## src/rtl/core/anxb_pkg.sv

```systemverilog
// Shared types and constants for the Annex-B NAL splitter.
package anxb_pkg;

  localparam int unsigned HoldDepth     = 4;
  localparam int unsigned SliceNumWidth = 32;

  localparam logic [7:0] StartCodeTail = 8'h01;
  localparam logic [4:0] TypeSlice     = 5'd1;
  localparam logic [4:0] TypeIdr       = 5'd5;
  localparam logic [4:0] TypeSps       = 5'd7;
  localparam logic [4:0] TypePps       = 5'd8;

  typedef struct packed {
    logic [7:0] stream_byte;
    logic       end_of_stream;
  } in_beat_t;

  typedef struct packed {
    logic [7:0]               payload_byte;
    logic [4:0]               unit_type;
    logic                     first_of_unit;
    logic                     last_of_unit;
    logic                     keyframe;
    logic [SliceNumWidth-1:0] slice_number;
  } out_beat_t;

endpackage

```

## src/rtl/core/annexb_nal_splitter.sv

```systemverilog
// Annex-B NAL unit splitter: start code search, holdback, classification and result queue.
// Flow: a byte enters an input register, is processed in the next cycle and its results are
// queued for the output; payload bytes lag the stream by a 4-byte holdback.
// Throughput: one byte per cycle; a unit close writes up to 4 results at once into a 16-entry
// result queue drained one per cycle, and input ready drops while more than 8 results wait.
// Reset clears the holdback, the unit state, the SPS/PPS flags, the slice counter and the queue.
module annexb_nal_splitter #(
  parameter int unsigned COUNT_WIDTH = 32
) (
  input  logic                clk_i,
  input  logic                rst_ni,
  input  logic                in_valid_i,
  output logic                in_ready_o,
  input  anxb_pkg::in_beat_t  in_data_i,
  output logic                out_valid_o,
  input  logic                out_ready_i,
  output anxb_pkg::out_beat_t out_data_o
);
  import anxb_pkg::*;

  localparam int unsigned QDepth      = 16;
  localparam int unsigned QAw         = $clog2(QDepth);
  localparam int unsigned QCntW       = $clog2(QDepth + 1);
  localparam int unsigned AcceptLimit = QDepth / 2;
  localparam int unsigned HcW         = $clog2(HoldDepth + 1);
  localparam int unsigned HiW         = $clog2(HoldDepth);

  // input register
  logic     s1_valid_q;
  in_beat_t s1_data_q;

  // parser state
  logic [7:0]             hold_q [HoldDepth];
  logic [7:0]             hold_d [HoldDepth];
  logic [HcW-1:0]         hold_cnt_q, hold_cnt_d;
  logic                   inside_q, inside_d;
  logic                   await_q, await_d;
  logic [4:0]             type_q, type_d;
  logic                   fwd_q, fwd_d;
  logic                   sps_q, sps_d;
  logic                   pps_q, pps_d;
  logic [COUNT_WIDTH-1:0] slice_cnt_q, slice_cnt_d;

  // result queue
  out_beat_t        q_mem_q [QDepth];
  logic [QAw-1:0]   wr_ptr_q, rd_ptr_q;
  logic [QCntW-1:0] q_cnt_q;

  logic           start_hit, strip3, do_close, mark_last;
  logic [HcW-1:0] keep, n_emit;
  logic [7:0]     b;
  logic [HoldDepth-1:0] zero;
  out_beat_t      ent [HoldDepth];
  logic           pop, accept;

  assign b      = s1_data_q.stream_byte;
  assign accept = in_valid_i & in_ready_o;
  assign pop    = out_valid_o & out_ready_i;

  always_comb begin
    for (int i = 0; i < HoldDepth; i++) begin
      zero[i] = (hold_q[i] == 8'h00);
    end
    case (hold_cnt_q)
      HcW'(2): start_hit = zero[1] & zero[0];
      HcW'(3): start_hit = zero[2] & zero[1];
      HcW'(4): start_hit = zero[3] & zero[2];
      default: start_hit = 1'b0;
    endcase
    case (hold_cnt_q)
      HcW'(3): strip3 = zero[0];
      HcW'(4): strip3 = zero[1];
      default: strip3 = 1'b0;
    endcase
  end

  always_comb begin
    hold_d      = hold_q;
    hold_cnt_d  = hold_cnt_q;
    inside_d    = inside_q;
    await_d     = await_q;
    type_d      = type_q;
    fwd_d       = fwd_q;
    sps_d       = sps_q;
    pps_d       = pps_q;
    slice_cnt_d = slice_cnt_q;
    do_close    = 1'b0;
    keep        = '0;
    n_emit      = '0;
    mark_last   = 1'b0;

    if (s1_valid_q) begin
      if (s1_data_q.end_of_stream || (b == StartCodeTail && start_hit)) begin
        do_close = inside_q;
        keep     = s1_data_q.end_of_stream ? hold_cnt_q
                                           : hold_cnt_q - (strip3 ? HcW'(3) : HcW'(2));
        for (int i = 0; i < HoldDepth; i++) begin
          hold_d[i] = 8'h00;
        end
        hold_cnt_d = '0;
        inside_d   = ~s1_data_q.end_of_stream;
        await_d    = ~s1_data_q.end_of_stream;
        type_d     = '0;
        fwd_d      = 1'b0;
      end else begin
        // classify on the header byte
        if (inside_q && await_q && hold_cnt_q == '0) begin
          type_d = b[4:0];
          fwd_d  = (b[4:0] == TypeSlice) || (b[4:0] == TypeIdr) ||
                   (b[4:0] == TypeSps) || (b[4:0] == TypePps);
          if (b[4:0] == TypeSps) sps_d = 1'b1;
          if (b[4:0] == TypePps) pps_d = 1'b1;
        end
        if (hold_cnt_q == HcW'(HoldDepth)) begin
          // release the oldest held byte and advance
          if (inside_q && fwd_q) begin
            n_emit  = HcW'(1);
            await_d = 1'b0;
          end
          for (int i = 0; i < HoldDepth - 1; i++) begin
            hold_d[i] = hold_q[i+1];
          end
          hold_d[HoldDepth-1] = b;
        end else begin
          hold_d[hold_cnt_q[HiW-1:0]] = b;
          hold_cnt_d = hold_cnt_q + HcW'(1);
        end
      end

      if (do_close && fwd_q && keep != '0) begin
        n_emit    = keep;
        mark_last = 1'b1;
        if (type_q == TypeSlice || type_q == TypeIdr) begin
          slice_cnt_d = slice_cnt_q + COUNT_WIDTH'(1);
        end
      end
    end
  end

  always_comb begin
    for (int i = 0; i < HoldDepth; i++) begin
      ent[i].payload_byte  = hold_q[i];
      ent[i].unit_type     = type_q;
      ent[i].first_of_unit = await_q && (i == 0);
      ent[i].last_of_unit  = mark_last && (HcW'(i + 1) == n_emit);
      ent[i].keyframe      = (type_q == TypeIdr) && sps_q && pps_q;
      ent[i].slice_number  = SliceNumWidth'(slice_cnt_q);
    end
  end

  always_ff @(posedge clk_i or negedge rst_ni) begin
    if (!rst_ni) begin
      s1_valid_q  <= 1'b0;
      hold_cnt_q  <= '0;
      inside_q    <= 1'b0;
      await_q     <= 1'b0;
      type_q      <= '0;
      fwd_q       <= 1'b0;
      sps_q       <= 1'b0;
      pps_q       <= 1'b0;
      slice_cnt_q <= '0;
      wr_ptr_q    <= '0;
      rd_ptr_q    <= '0;
      q_cnt_q     <= '0;
      for (int i = 0; i < HoldDepth; i++) begin
        hold_q[i] <= 8'h00;
      end
    end else begin
      s1_valid_q  <= accept;
      hold_q      <= hold_d;
      hold_cnt_q  <= hold_cnt_d;
      inside_q    <= inside_d;
      await_q     <= await_d;
      type_q      <= type_d;
      fwd_q       <= fwd_d;
      sps_q       <= sps_d;
      pps_q       <= pps_d;
      slice_cnt_q <= slice_cnt_d;
      wr_ptr_q    <= wr_ptr_q + QAw'(n_emit);
      if (pop) rd_ptr_q <= rd_ptr_q + QAw'(1);
      q_cnt_q     <= q_cnt_q + QCntW'(n_emit) - QCntW'(pop);
    end
  end

  // payload registers: input beat and queue entries
  always_ff @(posedge clk_i) begin
    if (accept) s1_data_q <= in_data_i;
    for (int i = 0; i < HoldDepth; i++) begin
      if (HcW'(i) < n_emit) q_mem_q[wr_ptr_q + QAw'(i)] <= ent[i];
    end
  end

  assign in_ready_o  = (q_cnt_q <= QCntW'(AcceptLimit));
  assign out_valid_o = (q_cnt_q != '0);
  assign out_data_o  = q_mem_q[rd_ptr_q];

endmodule
```

## config.mk

```make
export PLATFORM = sky130hd
export DESIGN_NAME = annexb_nal_splitter
export DESIGN_NICKNAME = d
export VERILOG_FILES = /design/src/rtl/core/anxb_pkg.sv /design/src/rtl/core/annexb_nal_splitter.sv
export SDC_FILE = /design/constraint.sdc
export NUM_CORES = 2
export LEC_CHECK = 0
export ABC_AREA = 1
export BUFFER_PORTS_ARGS = -buffer_cell sky130_fd_sc_hd__buf_4
export CAP_MARGIN = 20
export CORE_UTILIZATION = 40
export CTS_BUF_LIST = sky130_fd_sc_hd__clkbuf_4
export DETAILED_ROUTE_END_ITERATION = 6
export HOLD_SLACK_MARGIN = 0.1
export PLACE_DENSITY = 0.55
export SYNTH_ARGS = -nofsm -noshare
export SYNTH_HDL_FRONTEND = slang
export SYNTH_SLANG_ARGS = --single-unit
```

## constraint.sdc

```tcl
create_clock -name clk_i -period 11.85 [get_ports clk_i]
set_clock_uncertainty 0.1 [all_clocks]
set_input_delay 0 -clock clk_i [delete_from_list [all_inputs] [get_ports clk_i]]
set_output_delay 0 -clock clk_i [all_outputs]
set_load 0.05 [all_outputs]
```

After elaboration in Yosys (flattened, before gate mapping)
Memories as Yosys holds them, arrays and structs flattened.
Index checks and enable logic that the tools add are counted.
- register bits after elaboration: 100
- memory bits (writable): 768
- input port bits: 13
- output and inout port bits: 50
- word-level logic and storage cells: 131
- memories kept: 1
- $add $sub $neg: 10
- $lt $le $gt $ge: 7
- equality and inequality tests: 15
- multiplexer cells: 37
- bitwise logic cells: 8
- reduce and logical (&&, ||, !) cells: 35
- memories (memory ; words ; width ; rd ports ; clocked after Yosys merged registers in ; wr ports ; RTL line ; RTL):
    q_mem_q ; 16 ; 48 ; 1 ; 0 ; 4 ; annexb_nal_splitter.sv:45 ; out_beat_t q_mem_q [QDepth];
- operators by type and width (cell ; count):
    two-way mux 32 bit ; 2
    adder 32 x 1 -> 32 bit, second input constant ; 1
    bitwise mux 32 bit ; 1
    logical NOT 8 bit ; 4
    two-way mux 1 bit ; 21
    two-way mux 3 bit ; 7
    demux 8 bit (select 2 bit) ; 1
    == test 5 x 3 -> 1 bit, second input constant ; 3
    logical AND 1 bit ; 13
    == test 5 x 1 -> 1 bit, second input constant ; 2
    two-way mux 5 bit ; 2
    adder 4 x 1 -> 4 bit, second input constant ; 2
    adder 4 x 2 -> 4 bit, second input constant ; 2
    == test 8 x 1 -> 1 bit, second input constant ; 1
    two-way mux 8 bit ; 1
    AND reduction 4 bit ; 2
    == test 2 x 3 -> 1 bit, first input constant ; 2
    == test 3 x 2 -> 1 bit, second input constant ; 2
    less-than comparator 1 x 3 -> 1 bit, first input constant ; 2
    less-than comparator 2 x 3 -> 1 bit, first input constant ; 2
    AND reduction 2 bit ; 3
    AND reduction 3 bit ; 2
    nonzero test 2 bit ; 3
    adder 5 x 3 -> 5 bit ; 1
    21 further kinds ; 30

Depth between registers and ports, before layout
- depth after elaboration: 14
- mapped depth: 24

Least setup slack after synthesis
Ideal clock, no wire load.
- kind: register -> register
- from: register hold_cnt_q[0]
- to: memory q_mem_q[15][10] in the netlist's numbering (data pin)
- data arrival time: 4.703 ns
- path slack: 6.781 ns
- cell stages (with the launch flop): 24
- buffers on the path: 1
- clock period less this slack: 5.069 ns
- cells stage by stage: dfrtp_1 > inv_1 > ha_1 > nand2_1 > inv_1 > nand2_1 > a21oi_1 > ha_1 > inv_1 > ha_1 > nor2_1 > xor2_1 > inv_1 > nand4_4 > inv_4 > nor2_4 > nand3_2 > nand2_1 > inv_2 > nand2_1 > nand4_1 > inv_2 > buf_2 > nor2_1
- RTL lines (what ; RTL line ; RTL):
    from (decl) ; annexb_nal_splitter.sv:35 ; logic [HcW-1:0] hold_cnt_q, hold_cnt_d;
    from (signal assigned) ; annexb_nal_splitter.sv:171 ; hold_cnt_q <= hold_cnt_d;
    to (decl) ; annexb_nal_splitter.sv:45 ;

==> qor.csv <==
stage,metric,value,unit
routing,first_pass_iters,7,
setup_path,crit_type,reg -> reg,
floorplanning,die_h,329,microns
min_path,whs_path_depth,5,
clock_tree,cts_tree,yes,
timing,hold_viol,0,
setup_path,start_kind,flop,
synth,synth-seq-cells,868,
pwr,ir_drop,0.000223,V
clock_tree,clk_latency,1140,ps
setup_path,endpoint_kind,flop,
floorplanning,die-area,108000,sq um
final_layout,syn2layout_area_growth,11.2,%
min_path,min_path_type,in -> reg,
pwr,internal-power,5.72,mW
pwr,switchingPower,4.00,mW
synth,synth_top_area_share,53.3,%
routing,drt-initial-drc-count,3953,
final_layout,final_common_cell,nor2_1,
setup_path,arrival,6810,ps
pwr,power_leakage,16.6,nW
setup_path,slowest_delay,750,ps
min_path,min_from,out_ready_i,
clock_tree,ctsResizeCount,0,
pwr,power_frac_seq,37.6,%
min_path,hold-path-endpoint,rd_ptr_q[0],
pwr,p_clk_share,27.8,%
timing,tns,0,ps
pwr,p_sw_share,41.2,%
setup_path,r2r_setup_slack,5650,ps
pwr,power.density,204,nW/um^2
final_layout,drive_above_1_share,13.6,%
floorplanning,start_util,40.6,%
final_layout,nets,4402,
placed_design,portBuffers,62,
global_route,grt.total_usage,27.3,%
routing,drc,3,
synth,ys_warn_count,0,
setup_path,r2r-start,ent[186],
global_route,gr-total-overflow,0,
pwr,pwr-share-comb,34.6,%
floorplanning,core_area,106000,sq um
setup_path,worstPathCellList,inv_2 -> nand4_1 -> nor2_1 -> nand2_1 -> a21oi_1 -> ha_1 -> inv_1 -> ha_1 -> nor2_1 -> a21oi_1 -> o21ai_0 -> nand2_1 -> nand4_1 -> nand3_2 -> buf_4 -> nand2_1 -> inv_2 -> nand3_1 -> nand4_1 -> buf_4 -> buf_4,
synth,synth_cell_types,51,
synth,syn_nets,4341,
final_layout,final_cell_mix,"915 x nor2_1, 761 x edfxtp_1, 650 x nand2_1",
pwr,total_power,9.72,mW
setup_path,slowest_stage,buf_4,
timing,finalCriticalPeriod,6200,ps
flow_run,maxCapViolCount,0,
synth,yosysSeqAreaShare,59.4,%
placed_design,gp_congestion,1.01,
timing,final_max_slew_viol_count,0,
timing,relSlewSlack,24.2,%
synth,netlist_area,42900,sq um
routing,wl_per_cell,25.1,microns
timing,setup_viol,0,
synth,syn_area_per_cell,9.96,sq um
routing,routed_wl,149,mm
global_route,grt_start_max_net_pins,193,
timing,rsz0062_at_grt,false,
placed_design,dp_hpwl,92.0,mm
clock_tree,path_clk_slew,70,ps
routing,vias,34100,
clock_tree,htreeDepth,4,
status,outcome,finished with violations,
synth,synth-edff-count,761,
clock_tree,cts_buffers,226,
setup_path,crit_fanout,67,
floorplanning,dieWidth,329,microns
floorplanning,ios,63,
status,violations,DRC,
global_route,antenna_found_initial,2,
clock_tree,clockRootBuffer,clkbuf_4,
routing,avgViaCountPerCell,5.75,
synth,yosysTopAreaCell,edfxtp_1,
setup_path,critPathRequiredTime,12460,ps
floorplanning,rows,119,
setup_path,ff2ff_path_depth,21,
synth,syn_inst,4304,
timing,min_period_over_period,52.3,%
synth,synth_ff_type,edfxtp_1,
timing,tightest_slew,1130,ps
clock_tree,cts.sinks,868,
global_route,grt_pass1_wl,219,mm
synth,netlist_top_cells_area,"edfxtp_1 53%, nor2_1 8.0%, nand2_1 5.7%",
global_route,grt_pass1_vias,33100,
routing,ant_nets,0,
clock_tree,clk_path_buf_depth,3,
synth,async_flop_share,10.5,%
setup_path,rr_endpoint,q_mem_q[6][11],
timing,timing.fmax,0.161,GHz
-- registers in the layout, indices dropped and copies added, names as in the netlist, 3 cells and up --
register,cells
type_q,5
wr_ptr_q,4
b,8
q_cnt_q,5
hold_cnt_q,3
q_mem_q,768
ent,32
slice_cnt_q,32
rd_ptr_q,4
-- final cells by class --
class	count	area, sq um
repair buffers	154	1350
flip-flops and latches	868	25500
inverters	288	1100
well taps	1391	1740
fillers	10200	58000
multi-input cells	2827	15000
diodes	1	2.50
clock inverters	40	235
clock buffers	367	2760
-- cell families after synthesis --
family | after synthesis | synth area share, %
XOR/XNOR | 40 | 0.817
multiplexers | 146 | 3.41
flip-flops | 868 | 59.4
AO/OA/AOI/OAI | 717 | 11.4
buffers and inverters | 609 | 5.77
AND/OR/NAND/NOR | 1900 | 18.5
adder cells (fa/ha/maj) | 24 | 0.735
-- power groups by stage --
stage	registers [mW]	logic, mW	clock network [mW]
6_report	3.66	3.36	2.70
3_3_place_gp	3.70	3.34	0
2_1_floorplan	3.46	2.41	0
5_1_grt	3.67	3.58	2.90
4_1_cts	3.64	3.35	2.74
3_5_place_dp	3.71	3.33	0
-- per-stage QoR --
step / cell area (sq um) / util (%) / cells / setup slack, ps / hold slack (ps)
detailed placement: 44200 / 41.8 / 5487 / 5810 / -42.7
CTS: 47600 / 45.0 / 5930 / 5780 / 123
global route: 47700 / 45.1 / 5936 / 5300 / 242
global placement: 44200 / 41.8 / 5486 / 5880 / -48.5
finish: 47700 / 45.1 / 5936 / 5650 / 276
floorplan: 42900 / - / 4304 / 6780 / -396
-- cells in the mapped netlist (all sizes together), types with 3 or more instances --
library cell / count
nand4: 55
xor2: 37
clkinv: 30
edfxtp: 761
xnor2: 3
and2: 38
o22ai: 62
dfrtp: 91
nor2: 950
o221ai: 153
a21oi: 30
nand2: 652
buf: 102
nor4: 9
clkbuf: 219
ha: 22
mux2i: 146
inv: 258
dfxtp: 16
or2: 5
o21ai: 284
o2111ai: 92
nor3: 37
o211ai: 53
o32ai: 37
nand3: 152
-- worst max-delay path: cells and delay by family, from the launching register on --
| kind | cells | cell delay (ps) |
|---|---|---|
| simple gates | 10 | 2090 |
| fa+ha+maj | 2 | 430 |
| compound gates | 3 | 590 |
| buf+inv | 6 | 1830 |
| flops | 1 | 610 |
-- worst max-delay path by stage --
stage	startpoint	to	slack, ps	depth (start not counted)
6_report	ent[186]	q_mem_q[6][11]	5650	21
5_1_grt	hold_cnt_q[0]	q_mem_q[6][13]	5300	24
4_1_cts	hold_cnt_q[1]	q_mem_q[6][11]	5780	22
3_5_place_dp	hold_cnt_q[1]	q_mem_q[6][8]	5810	22
3_3_place_gp	hold_cnt_q[0]	q_mem_q[6][6]	5880	22
2_1_floorplan	hold_cnt_q[0]	q_mem_q[15][10]	6780	23
-- routing by layer --
layer	vias to the layer above	wire, microns	track usage [%]
li1	15400	-	-
met1	16800	62400	36.0
met2	1565	70400	44.3
met4	2	5600	11.3
met5	-	13	0
met3	336	10700	4.85
-- what timing repair did --
action / 4_1_cts / 5_1_grt
hold buffers: 36 / 0
endpoints found under the hold margin: 119 / 0
buffers inserted: 0 / 0
setup endpoints to repair: 0 / 0
(Power assumes the default switching activity.)
